===== src/rtl/dsa_pkg.sv =====
`timescale 1ns / 1ps
package dsa_pkg;

  localparam int MAX_SLOTS_DEF = 1024;

  localparam int CAP_W     = 11;
  localparam int DSIZE_W   = 12;
  localparam int ADDR_W    = 64;
  localparam int IDX_OUT_W = 10;
  localparam int LIVE_W    = 11;
  localparam int APB_AW    = 6;
  localparam int APB_DW    = 64;

  localparam logic [CAP_W-1:0]   CAPACITY_RST = 11'd1024;
  localparam logic [DSIZE_W-1:0] DSIZE_RST    = 12'd32;

  typedef enum logic {
    OP_ALLOC   = 1'b0,
    OP_RELEASE = 1'b1
  } op_t;

  typedef enum logic [1:0] {
    ST_DONE    = 2'd0,
    ST_FULL    = 2'd1,
    ST_INVALID = 2'd2
  } status_t;

  typedef enum logic [2:0] {
    REG_CAPACITY   = 3'd0,
    REG_DSIZE      = 3'd1,
    REG_CPU_BASE   = 3'd2,
    REG_GPU_BASE   = 3'd3,
    REG_SHADER_VIS = 3'd4
  } reg_idx_t;

  typedef struct packed {
    logic [CAP_W-1:0]   capacity;
    logic [DSIZE_W-1:0] dsize;
    logic [ADDR_W-1:0]  cpu_base;
    logic [ADDR_W-1:0]  gpu_base;
    logic               shader_visible;
  } cfg_t;

  typedef struct packed {
    logic                 valid;
    status_t              status;
    logic                 grant;
    logic [IDX_OUT_W-1:0] index;
    logic [LIVE_W-1:0]    live;
  } result_t;

endpackage


===== src/rtl/dsa_addr_gen.sv =====
`timescale 1ns / 1ps
module dsa_addr_gen #(
  parameter int MAX_SLOTS = dsa_pkg::MAX_SLOTS_DEF
) (
  input  logic                                            clk,
  input  logic                                            rst,
  input  dsa_pkg::cfg_t                                   cfg,
  input  dsa_pkg::result_t                                res,
  input  logic [$clog2(MAX_SLOTS)+dsa_pkg::DSIZE_W-1:0]   offset,
  output logic                                            done,
  output logic [1:0]                                      status,
  output logic [dsa_pkg::IDX_OUT_W-1:0]                   granted_index,
  output logic [dsa_pkg::ADDR_W-1:0]                      cpu_address,
  output logic [dsa_pkg::ADDR_W-1:0]                      gpu_address,
  output logic [dsa_pkg::LIVE_W-1:0]                      live_count
);
  import dsa_pkg::*;

  logic [ADDR_W-1:0] off64;

  assign off64 = ADDR_W'(offset);

  always_ff @(posedge clk) begin
    if (rst) begin
      done <= 1'b0;
    end else begin
      done <= res.valid;
    end
  end

  // zero both addresses unless a slot was granted; the GPU address is also zero when not shader visible
  always_ff @(posedge clk) begin
    status        <= res.status;
    granted_index <= res.index;
    live_count    <= res.live;
    cpu_address   <= res.grant ? cfg.cpu_base + off64 : '0;
    gpu_address   <= (res.grant && cfg.shader_visible) ? cfg.gpu_base + off64 : '0;
  end

endmodule


===== config.mk =====
export PLATFORM = sky130hd
export DESIGN_NAME = dsa_addr_gen
export DESIGN_NICKNAME = d
export VERILOG_FILES = /design/src/rtl/dsa_pkg.sv /design/src/rtl/dsa_addr_gen.sv
export SDC_FILE = /design/constraint.sdc
export NUM_CORES = 1
export LEC_CHECK = 0
export BUFFER_PORTS_ARGS = -buffer_cell sky130_fd_sc_hd__buf_2
export CORE_AREA = 2 2 136 138
export DETAILED_ROUTE_END_ITERATION = 16
export DIE_AREA = 0 0 138 140
export PLACE_DENSITY = 0.85
export SLEW_MARGIN = 10
export SYNTH_ARGS = -nofsm -noshare
export SYNTH_HDL_FRONTEND = slang
export SYNTH_SLANG_ARGS = --single-unit

===== constraint.sdc =====
create_clock -name clk -period 4.2 [get_ports clk]
set_input_delay 0.42 -clock clk [delete_from_list [all_inputs] [get_ports clk]]
set_output_delay 0.42 -clock clk [all_outputs]
set_load 0.02 [all_outputs]

==> results.md <==
* Status: finished clean
* Diode count at 0
* First-pass GRT wire length at 40.7 mm
* Area Overhead vs Synth at 29.1%
* Pwr Density at 377 mW/mm²
* Vias in the first global route at 7877
* Largest net degree at the start of global routing at 53
* Mapped Cells at 962
* Syn. warnings at 0
* Inst Count DP at 1485
* Clock sink count at 152
* Async SR Flop Fraction at 0%
* Port bufs at 329
* Met1 Wirelength at 10.7 mm
* Placed wire-length estimate at 20.4 mm
* Root Buffer: clkbuf_16
* Antenna Nets Post-Route at 0
* Overall routed net length at 26.6 mm
* Non-filler cells, final at 1517
* Worst Tran Pin Value at 942 ps
* Setup Fix Bufs, Post-CTS at 0
* Met3 WL post-DR at 2.02 mm
* Hold crit path type: primary input to register
* Fmax at 340 MHz
* Worst-path cell chain: buf_2 -> ha_1 -> fa_1 -> a21o_1 -> a221oi_1 -> a211o_1 -> o21a_1 -> a21oi_1 -> a31o_2 -> a21oi_1
* Commonest cells post-synth: dfxtp_1, a21oi_1, nand2_1, nor2_1, ha_1
* Initial Util at 45.9%
* Final Cycle Share at 70.1%
* EDFF count, synth at 0
* Hold_sp: res[19]
* Drt via density at 5.73
* Final min period at 2940 ps
* CP arrival at 3300 ps
* GRT Residual Overflow at 0
* RSZ-0062 raised after global routing: no
* Crit path kind: primary input to register
* Most frequent cell after synthesis: dfxtp_1
* Main synth FF type: dfxtp_1
* Die area at 0.0193 mm²
* DR top layer: met4
* Layout cells sized above 1 at 30.2%
* Reg clk slew, reported paths at 70 ps
* Synthesized net count at 1209
* Instance count on the critical path at 10
* Mapped cell area at 0.00816 mm²
* Core area at 0.0178 mm²
* Avg Cell Area, Syn at 8.48 µm²
* Synthesis-stage register bit count at 152
* CP required at 4560 ps
* Global Route Usage Sum at 25.9%
* Final Net Count at 1522
* Critical path fanouts, max at 11
* DRC viols at 0
* Max VDD drop at 0.280 mV
* Metal2 WL at 13.0 mm
* Hold path cells at 1
* TNS Setup at 0 ps
* Maxcap violations at 0
* CP peak stage delay at 490 ps
* Relative slew slack at 37.2%
* CP dominant cell by count: a21oi_1
* Max-slew violation count at 0
* Register area share after synthesis at 37.3%
* CP delay by family, top: compound AO/OA/AOI/OAI gates
* Post-synth top area cell: dfxtp_1
* Gpl congestion at 0.881
* Post-cts resize count at 0
* Startpoint types: primary input
* Buffer and inverter count on the worst path at 1
* # setup viols final at 0
* Initial antenna violation count at 1
* Crit-path slowest cell: a221oi_1
* Number of hold buffers added after cts at 0
* Drt first pass iters at 7
* First DRT Iteration DRCs at 607
* CTS buffer count at 17
* Crit. Startpoint: offset[0]
* Pleak at 4.77 nW
* CTS tree: done
* H-tree levels at 4
* Wire length per cell at 17.5 µm
* Die height at 140 µm
* Main area contributors after synthesis: dfxtp_1, ha_1, a21oi_1
* Final Hold Vio Count at 0
* Netlist cell types at 63
* Ports at 353
* Core Rows at 49
* Top cell type's share of synthesized area at 37.3%
* Via count at 8691
* Crit. End Element: register
* CP endpoint: cpu_address[40]
* Maximum clock insertion buffer count at 2
* Die X at 138 µm
[cell type report]
type	count	area (µm²)
Tap cell	229	287
Fill cell	1585	7240
Sequential cell	152	3040
Inverter	18	67.6
Clock inverter	15	153
Multi-Input combinational cell	751	4870
Timing Repair Buffer	335	1690
Clock buffer	17	425
[layout by cell type (no fill, tap or decap), types with 4 or more instances in the layout]
master     synthesis  final
buf_2             14    329
dfxtp_1          152    152
a21oi_1           97     97
nand2_1           90     90
nor2_1            77     77
ha_1              44     44
o21ai_0           43     43
nand3_1           35     35
nand4_1           30     30
nand2b_1          23     23
xnor2_1           23     23
a21o_1            22     22
mux2i_1           22     22
o31ai_1           21     21
xor2_1            21     21
or4_1             20     20
and3_1            19     19
nor3_1            19     19
clkbuf_16          0     17
inv_1             16     16
o21a_1            15     15
or3_1             15     15
and2_1            12     12
a211oi_1          11     11
a2111o_1           8      8
and4_1             7      7
a21boi_0           7      7
inv_8              0      7
o211ai_1           6      6
o21bai_1           6      6
buf_4              0      6
a31o_2             5      5
a221oi_1           4      4
o2111ai_1          4      4
nor2b_1            4      4
o21ai_1            4      4
inv_6              0      4
[worst min-delay path by stage]
stage	to	slack (ps)
2_1_floorplan	granted_index[0]	450
3_3_place_gp	granted_index[9]	520
3_5_place_dp	granted_index[8]	520
4_1_cts	live_count[8]	70
5_1_grt	live_count[9]	70
6_report	granted_index[8]	80
[per-layer routing]
layer	vias up	global-route usage, %
li1	4160	-
met1	4034	31.4
met2	437	44.3
met3	60	5.88
met4	0	11.2
met5	-	0
[state kept, by name, indices dropped and copies added, names as in the netlist]
| signal | cells |
|---|---|
| cpu_address | 64 |
| gpu_address | 64 |
| live_count | 11 |
| granted_index | 10 |
| status | 2 |
| done | 1 |
[logic make-up (layout without fill, tap and decap cells)]
family                   count (synthesis)  in the layout  synth area share, %
AND/OR/NAND/NOR                        364            364                 23.1
AO/OA/AOI/OAI                          275            275                 22.0
flip-flops                             152            152                 37.3
buffers and inverters                   59            385                 3.02
adder cells (fa/ha/maj)                 46             46                 7.24
XOR/XNOR                                44             44                 4.72
multiplexers                            22             22                 2.70
[per-stage QoR]
| stage | worst slack (ps) | utilization (%) | cell area, µm² | total power, W | hold slack (ps) |
|---|---|---|---|---|---|
| after CTS | 1330 | 59.3 | 10500 | 0.00398 | 69.4 |
| after global routing | 1130 | 59.3 | 10500 | 0.00412 | 66.0 |
| after detailed placement | 877 | 56.0 | 9960 | 0.00246 | 524 |
| final | 1260 | 59.3 | 10500 | 0.00397 | 82.9 |
| after floorplan | 1520 | - | 8160 | 0.00213 | 448 |
| after global placement | 940 | 56.0 | 9960 | 0.00245 | 522 |
[report_power, final]
| part | internal, W | switching, W | leakage [nW] |
|---|---|---|---|
| Clock | 0.000796 | 0.000735 | 0.277 |
| Sequential | 0.00154 | 0.0000225 | 1.26 |
| Combinational | 0.000326 | 0.000553 | 3.23 |
No activity file was read; power rests on OpenSTA's default activity.
