[src/rtl/dsa_pkg.sv]
`timescale 1ns / 1ps
package dsa_pkg;

  localparam int MAX_SLOTS_DEF = 1024;

  localparam int CAP_W     = 11;
  localparam int DSIZE_W   = 12;
  localparam int ADDR_W    = 64;
  localparam int IDX_OUT_W = 10;
  localparam int LIVE_W    = 11;
  localparam int APB_AW    = 6;
  localparam int APB_DW    = 64;

  localparam logic [CAP_W-1:0]   CAPACITY_RST = 11'd1024;
  localparam logic [DSIZE_W-1:0] DSIZE_RST    = 12'd32;

  typedef enum logic {
    OP_ALLOC   = 1'b0,
    OP_RELEASE = 1'b1
  } op_t;

  typedef enum logic [1:0] {
    ST_DONE    = 2'd0,
    ST_FULL    = 2'd1,
    ST_INVALID = 2'd2
  } status_t;

  typedef enum logic [2:0] {
    REG_CAPACITY   = 3'd0,
    REG_DSIZE      = 3'd1,
    REG_CPU_BASE   = 3'd2,
    REG_GPU_BASE   = 3'd3,
    REG_SHADER_VIS = 3'd4
  } reg_idx_t;

  typedef struct packed {
    logic [CAP_W-1:0]   capacity;
    logic [DSIZE_W-1:0] dsize;
    logic [ADDR_W-1:0]  cpu_base;
    logic [ADDR_W-1:0]  gpu_base;
    logic               shader_visible;
  } cfg_t;

  typedef struct packed {
    logic                 valid;
    status_t              status;
    logic                 grant;
    logic [IDX_OUT_W-1:0] index;
    logic [LIVE_W-1:0]    live;
  } result_t;

endpackage

[src/rtl/dsa_cfg_regs.sv]
`timescale 1ns / 1ps
module dsa_cfg_regs (
  input  logic                        clk,
  input  logic                        rst,
  input  logic                        psel,
  input  logic                        penable,
  input  logic                        pwrite,
  input  logic [dsa_pkg::APB_AW-1:0]  paddr,
  input  logic [dsa_pkg::APB_DW-1:0]  pwdata,
  output logic [dsa_pkg::APB_DW-1:0]  prdata,
  output logic                        pready,
  output dsa_pkg::cfg_t               cfg
);
  import dsa_pkg::*;

  logic     wr_en;
  reg_idx_t sel;

  assign pready = 1'b1;
  assign wr_en  = psel & penable & pwrite;
  assign sel    = reg_idx_t'(paddr[APB_AW-1:3]);

  always_ff @(posedge clk) begin
    if (rst) begin
      cfg.capacity       <= CAPACITY_RST;
      cfg.dsize          <= DSIZE_RST;
      cfg.cpu_base       <= '0;
      cfg.gpu_base       <= '0;
      cfg.shader_visible <= 1'b0;
    end else if (wr_en) begin
      case (sel)
        REG_CAPACITY:   cfg.capacity       <= pwdata[CAP_W-1:0];
        REG_DSIZE:      cfg.dsize          <= pwdata[DSIZE_W-1:0];
        REG_CPU_BASE:   cfg.cpu_base       <= pwdata[ADDR_W-1:0];
        REG_GPU_BASE:   cfg.gpu_base       <= pwdata[ADDR_W-1:0];
        REG_SHADER_VIS: cfg.shader_visible <= pwdata[0];
        default: ;
      endcase
    end
  end

  always_comb begin
    case (sel)
      REG_CAPACITY:   prdata = APB_DW'(cfg.capacity);
      REG_DSIZE:      prdata = APB_DW'(cfg.dsize);
      REG_CPU_BASE:   prdata = APB_DW'(cfg.cpu_base);
      REG_GPU_BASE:   prdata = APB_DW'(cfg.gpu_base);
      REG_SHADER_VIS: prdata = APB_DW'(cfg.shader_visible);
      default:        prdata = '0;
    endcase
  end

endmodule

[config.mk]
export PLATFORM = sky130hd
export DESIGN_NAME = dsa_cfg_regs
export DESIGN_NICKNAME = d
export VERILOG_FILES = /design/src/rtl/dsa_pkg.sv /design/src/rtl/dsa_cfg_regs.sv
export SDC_FILE = /design/constraint.sdc
export NUM_CORES = 1
export LEC_CHECK = 0
export BUFFER_PORTS_ARGS = -buffer_cell sky130_fd_sc_hd__buf_2
export CAP_MARGIN = 15
export CORE_ASPECT_RATIO = 2
export CORE_MARGIN = 1.5
export CORE_UTILIZATION = 44
export DETAILED_ROUTE_END_ITERATION = 7
export HOLD_SLACK_MARGIN = 0.02
export PLACE_DENSITY_LB_ADDON = 0.05
export RECOVER_POWER = 50
export SYNTH_ARGS = -nofsm -noshare
export SYNTH_HDL_FRONTEND = slang
export SYNTH_SLANG_ARGS = --single-unit
[constraint.sdc]
create_clock -name clk -period 1.3 [get_ports clk]
set_input_delay 0.195 -clock clk [delete_from_list [all_inputs] [get_ports clk]]
set_output_delay 0.195 -clock clk [all_outputs]
set_load 0.1 [all_outputs]
==> impl_metrics.json, run 1 <==
{
  "tightest_slew_ns": 0.514,
  "gp_congestion": 0.778,
  "grt_usage": 0.300,
  "die_h_um": 185,
  "cp-start-kind": "flip-flop",
  "ir_worst_vdd_uv": 918,
  "hold_ws_ns": 0.0486,
  "synth_cell_types": 30,
  "cts.path.max_buffers": 2,
  "path_max_fanout": 2,
  "dieArea_um2": 17400,
  "post_dp_cell_area_um2": 12000,
  "synthFlopType": "dfxtp_1",
  "drive_gt1_frac": 0.593,
  "power_density_nw_per_um2": 817,
  "coreArea_um2": 16300,
  "worstSetupPathType": "flip-flop to primary output",
  "die_w_um": 94.1,
  "r2r_setup_slack_ns": 0.39,
  "cp_cell_sequence": "mux4_2, nor2b_4, buf_12",
  "path_buf_inv": 1,
  "wl_per_cell_um": 20.2,
  "r2r_start": "cfg[69]",
  "tns_ns": -24.25,
  "reg_top3": "cfg x152",
  "reg2regPathDepth": 4,
  "vias": 7132,
  "async_flop_share": 0,
  "hold_end": "cfg[99]",
  "fin_area_um2": 13500,
  "cts_made_buffers": 17,
  "io_pins": 292,
  "root_buffer": "clkbuf_16",
  "synth_nets": 829,
  "largest_reg_flops": 152,
  "hold_path.class": "primary input to flip-flop",
  "drc": 0,
  "post-route-min-period_ns": 1.73,
  "synth_edf_count": 0,
  "drv_slew": 0,
  "crit_required_ns": 1.11,
  "largest_register": "cfg",
  "synthToLayoutAreaGrowth_pct": 85.3,
  "clkTransAtPathRegs_ns": 0.07,
  "cts_sinks": 152,
  "max_freq_mhz": 577,
  "vias_per_cell": 5.42,
  "antenna_found_initial": 6,
  "hold_viol_final": 0,
  "dp_hpwl_um": 17400,
  "drt_iter0_markers": 300,
  "r2r_end": "cfg[69]",
  "initial_core_util": 0.449,
  "relSlewSlack": 0.657,
  "grt_pass1_vias": 7377,
  "port_buffers": 287,
  "final.setup_skew_ns": 0,
  "critPathTopFamily": "multiplexers",
  "min-delay-start": "pwdata[34]",
  "cts_tree": "done",
  "grt_max_degree": 72,
  "drv_cap": 0,
  "routed_wirelength_um": 26600,
  "postLayoutCoreUtil": 0.833,
  "clock_latency_ns": 0.41,
  "final_common_cell": "nand2b_1",
  "detail-route-antenna-nets": 0,
  "crit_arrival_ns": 1.54,
  "crit_path_end_kind": "primary output",
  "fp-row-count": 66,
  "hold_path_depth": 3,
  "status": "finished with violations",
  "htree_levels": 4,
  "fin_crit_sh": 1.33,
  "finalWorstSetupSlack_ns": -0.434,
  "yosysWarnings": 0,
  "rsz0062_at_grt": "true",
  "finalPower_w": 0.0111,
  "avgSynthCellArea_um2": 9.69,
  "grt-ovfl-total": 0,
  "ys_ff_latch": 152,
  "violations": "setup timing",
  "syn_area_um2": 7310,
  "cp_slowest_cell": "mux4_2",
  "final_cell_mix": "nand2b_1, buf_12, o21ai_0",
  "nNetsFinal": 1167,
  "finalSetupViolations": 130,
  "ys_seq_area_frac": 0.416,
  "grt_pass1_wl_um": 40100,
  "critPathMaxStageDelay_ns": 0.46,
  "firstDrtPassIters": 4,
  "power.leakage_nw": 6.14,
  "syn_inst": 754
}
==> worst reg2reg max path, stage by stage (launching register included) <==
cell and delay (ns):
dfxtp_4 0.34, buf_4 0.14, nor2b_1 0.12, o21ai_0 0.07, o21ai_0 0.11
==> what timing repair did <==
item,4_1_cts,5_1_grt
resized for setup,163,45
setup buffers,10,2
hold buffers,0,0
endpoints found under the setup margin,152,103
cloned,9,0
pin swaps,14,8
==> report_power, final <==
part | leakage [nW] | internal, W | total (W) | switching (W)
logic | 4.54 | 0.000568 | 0.00139 | 0.000817
clock network | 0.292 | 0.00293 | 0.00502 | 0.00209
registers | 1.31 | 0.00461 | 0.00465 | 0.0000398
total | 6.14 | 0.00811 | 0.0111 | 0.00295
==> cell families after synthesis <==
logic type | count (synthesis) | share of synthesized area
and+or+nand+nor | 245 | 0.209
AOI/OAI and AO/OA | 184 | 0.154
DFF | 152 | 0.416
muxes | 100 | 0.154
buffers and inverters | 72 | 0.0656
other | 1 | 0.000513
==> worst max-delay path by stage <==
| stage | to | from | depth (start not counted) | slack [ns] |
|---|---|---|---|---|
| CTS | prdata[7] | cfg[8] | 3 | -0.45 |
| global placement | prdata[31] | paddr[4] | 7 | -0.31 |
| detailed placement | prdata[55] | paddr[4] | 7 | -0.33 |
| finish | prdata[9] | cfg[10] | 3 | -0.43 |
| floorplan | prdata[0] | cfg[129] | 3 | -0.72 |
| global route | prdata[8] | cfg[9] | 3 | -0.48 |
==> routing by layer <==
metal	up-vias	track usage	wire, µm
met5	-	0	0
met4	0	0.131	1110
met3	68	0.0710	1420
met2	276	0.545	14900
met1	3500	0.323	9190
li1	3288	-	-
==> final cells by class <==
type | count | area (µm²)
antenna | 6 | 15.0
timing repair buffer | 391 | 4970
multi-input combinational | 530 | 4370
tap | 204 | 255
clock buffer | 18 | 439
fill | 915 | 2720
clock inverter | 14 | 161
sequential | 152 | 3340
==> per-stage QoR <==
stage | setup slack [ns] | cells
2_1_floorplan | -0.723 | 754
5_1_grt | -0.482 | 1314
3_3_place_gp | -0.310 | 1258
6_report | -0.434 | 1315
4_1_cts | -0.448 | 1309
3_5_place_dp | -0.331 | 1258
==> cells in the mapped netlist (2+ instances only) <==
cell      count  area share
dfxtp_1     152        0.42
nand2b_1    151        0.13
o21ai_0     115       0.079
mux2i_1      88        0.12
nor2b_1      75       0.064
a22o_1       52       0.062
clkbuf_1     43       0.022
o21ai_1      13      0.0089
buf_2        10      0.0068
buf_6        10       0.015
mux4_2       10       0.031
buf_12        7       0.019
nor2_1        6      0.0031
nand2_1       3      0.0015
a22oi_1       2      0.0021
buf_4         2      0.0021
mux2_2        2      0.0031
Power figures use the tool's default switching activity.
==> inputs of run 2 (changes only) <==
--- a/config.mk
+++ b/config.mk
@@ -13,4 +13,5 @@
 export DETAILED_ROUTE_END_ITERATION = 7
 export HOLD_SLACK_MARGIN = 0.02
+export MAX_ROUTING_LAYER = met4
 export PLACE_DENSITY_LB_ADDON = 0.05
 export RECOVER_POWER = 50
==> constraint.sdc (replaced) <==
create_clock -name clk -period 1.3 [get_ports clk]
set_input_delay 0.195 -clock clk [delete_from_list [all_inputs] [get_ports clk]]
set_output_delay 0.195 -clock clk [all_outputs]
set_load 0.005 [all_outputs]
==> impl_metrics.json, run 2 (same netlist as run 1, synthesis figures left out) <==
{
  "die_w_um": 94.1,
  "multi_input_area_um2": 3850,
  "regArea_um2": 3090,
  "relSlewSlack": 0.562,
  "wl_per_cell_um": 18.4,
  "crit_arrival_ns": 1.46,
  "final.setup_skew_ns": 0,
  "drc": 0,
  "power.leakage_nw": 5.14,
  "hold_buffers": 0,
  "worstSetupPathType": "flip-flop to primary output",
  "met3_length_um": 1080,
  "largest_register": "cfg",
  "grt_max_degree": 88,
  "final_common_cell": "buf_2",
  "final_cell_mix": "buf_2, nand2b_1, o21ai_0",
  "dp_hpwl_um": 14100,
  "grt_pass1_vias": 6111,
  "met1Wirelength_um": 8930,
  "largest_reg_flops": 152,
  "finalSetupViolations": 170,
  "detail-route-antenna-nets": 0,
  "place_ws_ns": -0.191,
  "tightest_slew_ns": 0.657,
  "top_layer": "met4",
  "cts_made_buffers": 17,
  "dp.cells": 1207,
  "instances_no_fill": 1285,
  "drive_gt1_frac": 0.420,
  "drv_cap": 0,
  "nNetsFinal": 1139,
  "cts.path.max_buffers": 2,
  "post-route-min-period_ns": 1.66,
  "met2WireLength_um": 12900,
  "cts_sinks": 152,
  "fillerInstances": 1466,
  "dieArea_um2": 17400,
  "crit_required_ns": 1.11,
  "gp_congestion": 0.804,
  "reg_top3": "cfg x152",
  "status": "finished with violations",
  "grt_usage": 0.262,
  "r2r_end": "cfg[76]",
  "fp-row-count": 66,
  "cp-start-kind": "flip-flop",
  "firstDrtPassIters": 4,
  "io_pins": 292,
  "htree_levels": 4,
  "min-delay-start": "pwdata[10]",
  "grt_pass1_wl_um": 33400,
  "power_density_nw_per_um2": 1000,
  "antenna_found_initial": 4,
  "r2r_setup_slack_ns": 0.30,
  "crit_path_end_kind": "primary output",
  "hold_path_depth": 3,
  "finalWorstSetupSlack_ns": -0.359,
  "hold_path.class": "primary input to flip-flop",
  "drt_iter0_markers": 259,
  "tns_ns": -19.60,
  "vias_per_cell": 5.22,
  "port_buffers": 287,
  "hold_end": "cfg[151]",
  "clock_latency_ns": 0.41,
  "reg2regPathDepth": 5,
  "vias": 6703,
  "rsz0062_at_grt": "true",
  "ir_worst_vdd_uv": 860,
  "drv_slew": 0,
  "path_max_fanout": 3,
  "fin_crit_sh": 1.28,
  "cts_tree": "done",
  "root_buffer": "clkbuf_16",
  "routed_wirelength_um": 23600,
  "max_freq_mhz": 603,
  "violations": "setup timing",
  "hold_viol_final": 0,
  "clkTransAtPathRegs_ns": 0.06,
  "initial_core_util": 0.449,
  "synthToLayoutAreaGrowth_pct": 39.0,
  "die_h_um": 185,
  "grt-ovfl-total": 0,
  "r2r_start": "cfg[76]",
  "coreArea_um2": 16300
}
==> run 2: changes by cell type in the layout (fill, tap and decap cells not counted), moves of 49 or more <==
cell / previous run / this run
buf_6: 58 / 9
buf_12: 146 / 12
a22o_1: 0 / 52
dfxtp_1: 2 / 117
buf_2: 68 / 282
buf_4: 101 / 37
a22o_4: 52 / 0
dfxtp_2: 107 / 35
==> run 2: layout make-up <==
class | instances | area share
Multi-Input combinational cell | 530 | 0.379
Sequential cell | 152 | 0.304
Timing Repair Buffer | 363 | 0.236
Clock buffer | 18 | 0.0432
Tap cell | 204 | 0.0251
Clock inverter | 14 | 0.0112
Antenna cell | 4 | 0.000985
==> run 2: repair_timing <==
item / CTS / global route
cloned: 9 / 4
buffers inserted: 26 / 7
resized for setup: 42 / 29
pin swaps: 4 / 10
endpoints found under the setup margin: 64 / 64
==> run 2: through the flow <==
| step | hold slack, ns | cell area [µm²] | util | power, W |
|---|---|---|---|---|
| CTS | 0.0389 | 10100 | 0.620 | 0.0103 |
| floorplan | 0.356 | 7310 | - | 0.00524 |
| global route | 0.0438 | 10200 | 0.625 | 0.0106 |
| finish | 0.0510 | 10200 | 0.625 | 0.0102 |
| detailed placement | 0.471 | 8950 | 0.550 | 0.00553 |
| global placement | 0.459 | 8950 | 0.550 | 0.00553 |
==> run 2: how the worst max path moves through the flow <==
stage	cells past startpoint	to	startpoint	slack (ns)
floorplan	5	prdata[12]	paddr[5]	0.02
global placement	6	prdata[54]	paddr[4]	-0.18
detailed placement	6	prdata[60]	paddr[4]	-0.19
CTS	3	prdata[7]	cfg[8]	-0.37
global route	3	prdata[4]	cfg[5]	-0.40
finish	3	prdata[5]	cfg[6]	-0.36
==> run 2: report_power, final <==
| group | internal (W) | total (W) | switching, W |
|---|---|---|---|
| sequential | 0.00469 | 0.00472 | 0.0000281 |
| clock | 0.00254 | 0.00461 | 0.00208 |
| combinational | 0.000427 | 0.000870 | 0.000443 |
==> run 2: critical path, stage by stage, from the launching register on <==
cell,delay (ns)
dfxtp_1,0.32
mux4_2,0.47
nor2b_4,0.14
buf_2,0.13
==> run 2: per-layer routing <==
| metal | track usage | up-vias |
|---|---|---|
| met4 | 0.0907 | 0 |
| met5 | - | - |
| met3 | 0.0472 | 35 |
| li1 | - | 3241 |
| met1 | 0.281 | 3179 |
| met2 | 0.473 | 248 |
==> inputs of run 3 (changes only) <==
Settings changed: BUFFER_PORTS_ARGS -buffer_cell sky130_fd_sc_hd__buf_2 to -buffer_cell sky130_fd_sc_hd__clkbuf_2.
==> impl_metrics.json, run 3 (same netlist as run 1, synthesis figures left out) <==
{
  "cp_cell_sequence": "mux4_2, nor2b_1, clkbuf_2",
  "dp_hpwl_um": 14400,
  "min-delay-start": "pwdata[15]",
  "clkTransAtPathRegs_ns": 0.06,
  "multi_input_area_um2": 3830,
  "initial_core_util": 0.449,
  "cts.path.max_buffers": 2,
  "detail-route-antenna-nets": 0,
  "dp.cells": 1222,
  "reg_top3": "cfg x152",
  "drc": 0,
  "wl_per_cell_um": 17.2,
  "finalSetupViolations": 64,
  "nNetsFinal": 1162,
  "fp-row-count": 66,
  "drv_cap": 0,
  "relSlewSlack": 0.514,
  "htree_levels": 4,
  "critPathMaxStageDelay_ns": 0.45,
  "power_density_nw_per_um2": 1060,
  "final_cell_mix": "clkbuf_2, nand2b_1, dfxtp_1",
  "r2r_setup_slack_ns": 0.44,
  "tns_ns": -15.21,
  "grt_pass1_vias": 6348,
  "cp_slowest_cell": "mux4_2",
  "drv_slew": 0,
  "rsz0062_at_grt": "true",
  "die_w_um": 94.1,
  "drt_iter0_markers": 198,
  "dieArea_um2": 17400,
  "clock_latency_ns": 0.42,
  "r2r_end": "cfg[68]",
  "final_common_cell": "clkbuf_2",
  "crit_path_end_kind": "primary output",
  "grt_max_degree": 65,
  "reg2regPathDepth": 4,
  "final.setup_skew_ns": 0,
  "status": "finished with violations",
  "hold_path_depth": 3,
  "io_pins": 292,
  "instances_no_fill": 1304,
  "max_freq_mhz": 610,
  "grt_usage": 0.262,
  "power.leakage_nw": 5.14,
  "ir_worst_vdd_uv": 845,
  "fin_crit_sh": 1.26,
  "crit_required_ns": 1.11,
  "tightest_slew_ns": 0.729,
  "crit_arrival_ns": 1.45,
  "antenna_found_initial": 0,
  "regArea_um2": 3090,
  "fillerInstances": 1482,
  "r2r_start": "cfg[68]",
  "finalPower_w": 0.0109,
  "die_h_um": 185,
  "violations": "setup timing",
  "worstSetupPathType": "flip-flop to primary output",
  "port_buffers": 287,
  "vias": 6705,
  "path_max_fanout": 3,
  "finalWorstSetupSlack_ns": -0.340,
  "drive_gt1_frac": 0.425,
  "cp-start-kind": "flip-flop",
  "cts_made_buffers": 17,
  "vias_per_cell": 5.14,
  "hold_end": "cfg[16]",
  "largest_register": "cfg",
  "grt-ovfl-total": 0,
  "largest_reg_flops": 152,
  "cts_tree": "done",
  "coreArea_um2": 16300,
  "post-route-min-period_ns": 1.64,
  "routed_wirelength_um": 22500,
  "hold_viol_final": 0,
  "synthToLayoutAreaGrowth_pct": 41.4,
  "root_buffer": "clkbuf_16",
  "hold_path.class": "primary input to flip-flop",
  "gp_congestion": 0.786,
  "antenna_cells": 0,
  "cts_sinks": 152,
  "grt_pass1_wl_um": 33700,
  "firstDrtPassIters": 4
}
==> run 3: cell types whose count changed in the layout (fill, tap and decap cells not counted), sizes merged, moves of 4 or more <==
cell      before  now
buf          348  112
bufinv         0    4
clkbuf        33  292
clkinvlp       5    0
diode          4    0
==> run 3: repair_timing <==
action | CTS | global route
resized for setup | 47 | 42
hold buffers | 1 | 0
setup endpoints to repair | 64 | 64
cloned | 7 | 1
endpoints found under the hold margin | 1 | 0
setup buffers | 39 | 5
pin swaps | 0 | 11
==> run 3: area by class of cell <==
class / count / share of cell area
flip-flops and latches: 152 / 0.299
multi-input cells: 530 / 0.370
repair buffers: 386 / 0.245
clock buffers: 19 / 0.0429
clock inverters: 13 / 0.0184
well taps: 204 / 0.0247
==> run 3: worst max-delay path: cells and delay by family (launching register included) <==
kind | cells | cell delay [ns]
multiplexers | 1 | 0.45
flip-flops | 1 | 0.33
AND/OR/NAND/NOR | 1 | 0.14
buffers and inverters | 1 | 0.10
==> run 3: how the worst max path moves through the flow <==
| stage | startpoint | end | slack (ns) |
|---|---|---|---|
| finish | cfg[138] | prdata[9] | -0.34 |
| global route | cfg[7] | prdata[6] | -0.39 |
| CTS | cfg[2] | prdata[1] | -0.36 |
| detailed placement | paddr[4] | prdata[54] | -0.21 |
| global placement | paddr[4] | prdata[54] | -0.20 |
| floorplan | paddr[5] | prdata[12] | 0.02 |
==> run 3: metrics by stage <==
stage / setup WS (ns) / cell area (µm²) / hold WS [ns] / utilization
5_1_grt: -0.393 / 10300 / 0.0300 / 0.635
6_report: -0.340 / 10300 / 0.0326 / 0.635
4_1_cts: -0.358 / 10400 / 0.0213 / 0.639
3_3_place_gp: -0.200 / 9150 / 0.464 / 0.562
2_1_floorplan: 0.0172 / 7310 / 0.356 / -
3_5_place_dp: -0.210 / 9150 / 0.467 / 0.562
==> run 3: power by group <==
group | internal [W] | total, W | switching [W]
clock network | 0.00329 | 0.00534 | 0.00204
logic | 0.000447 | 0.000878 | 0.000431
registers | 0.00469 | 0.00472 | 0.0000279
==> run 3: per-layer routing <==
metal	vias to the layer above	GRT usage	wire length [µm]
met5	-	-	0
met4	0	0.0919	515
met3	28	0.0464	1030
met2	211	0.475	12300
met1	3197	0.280	8690
li1	3269	-	-
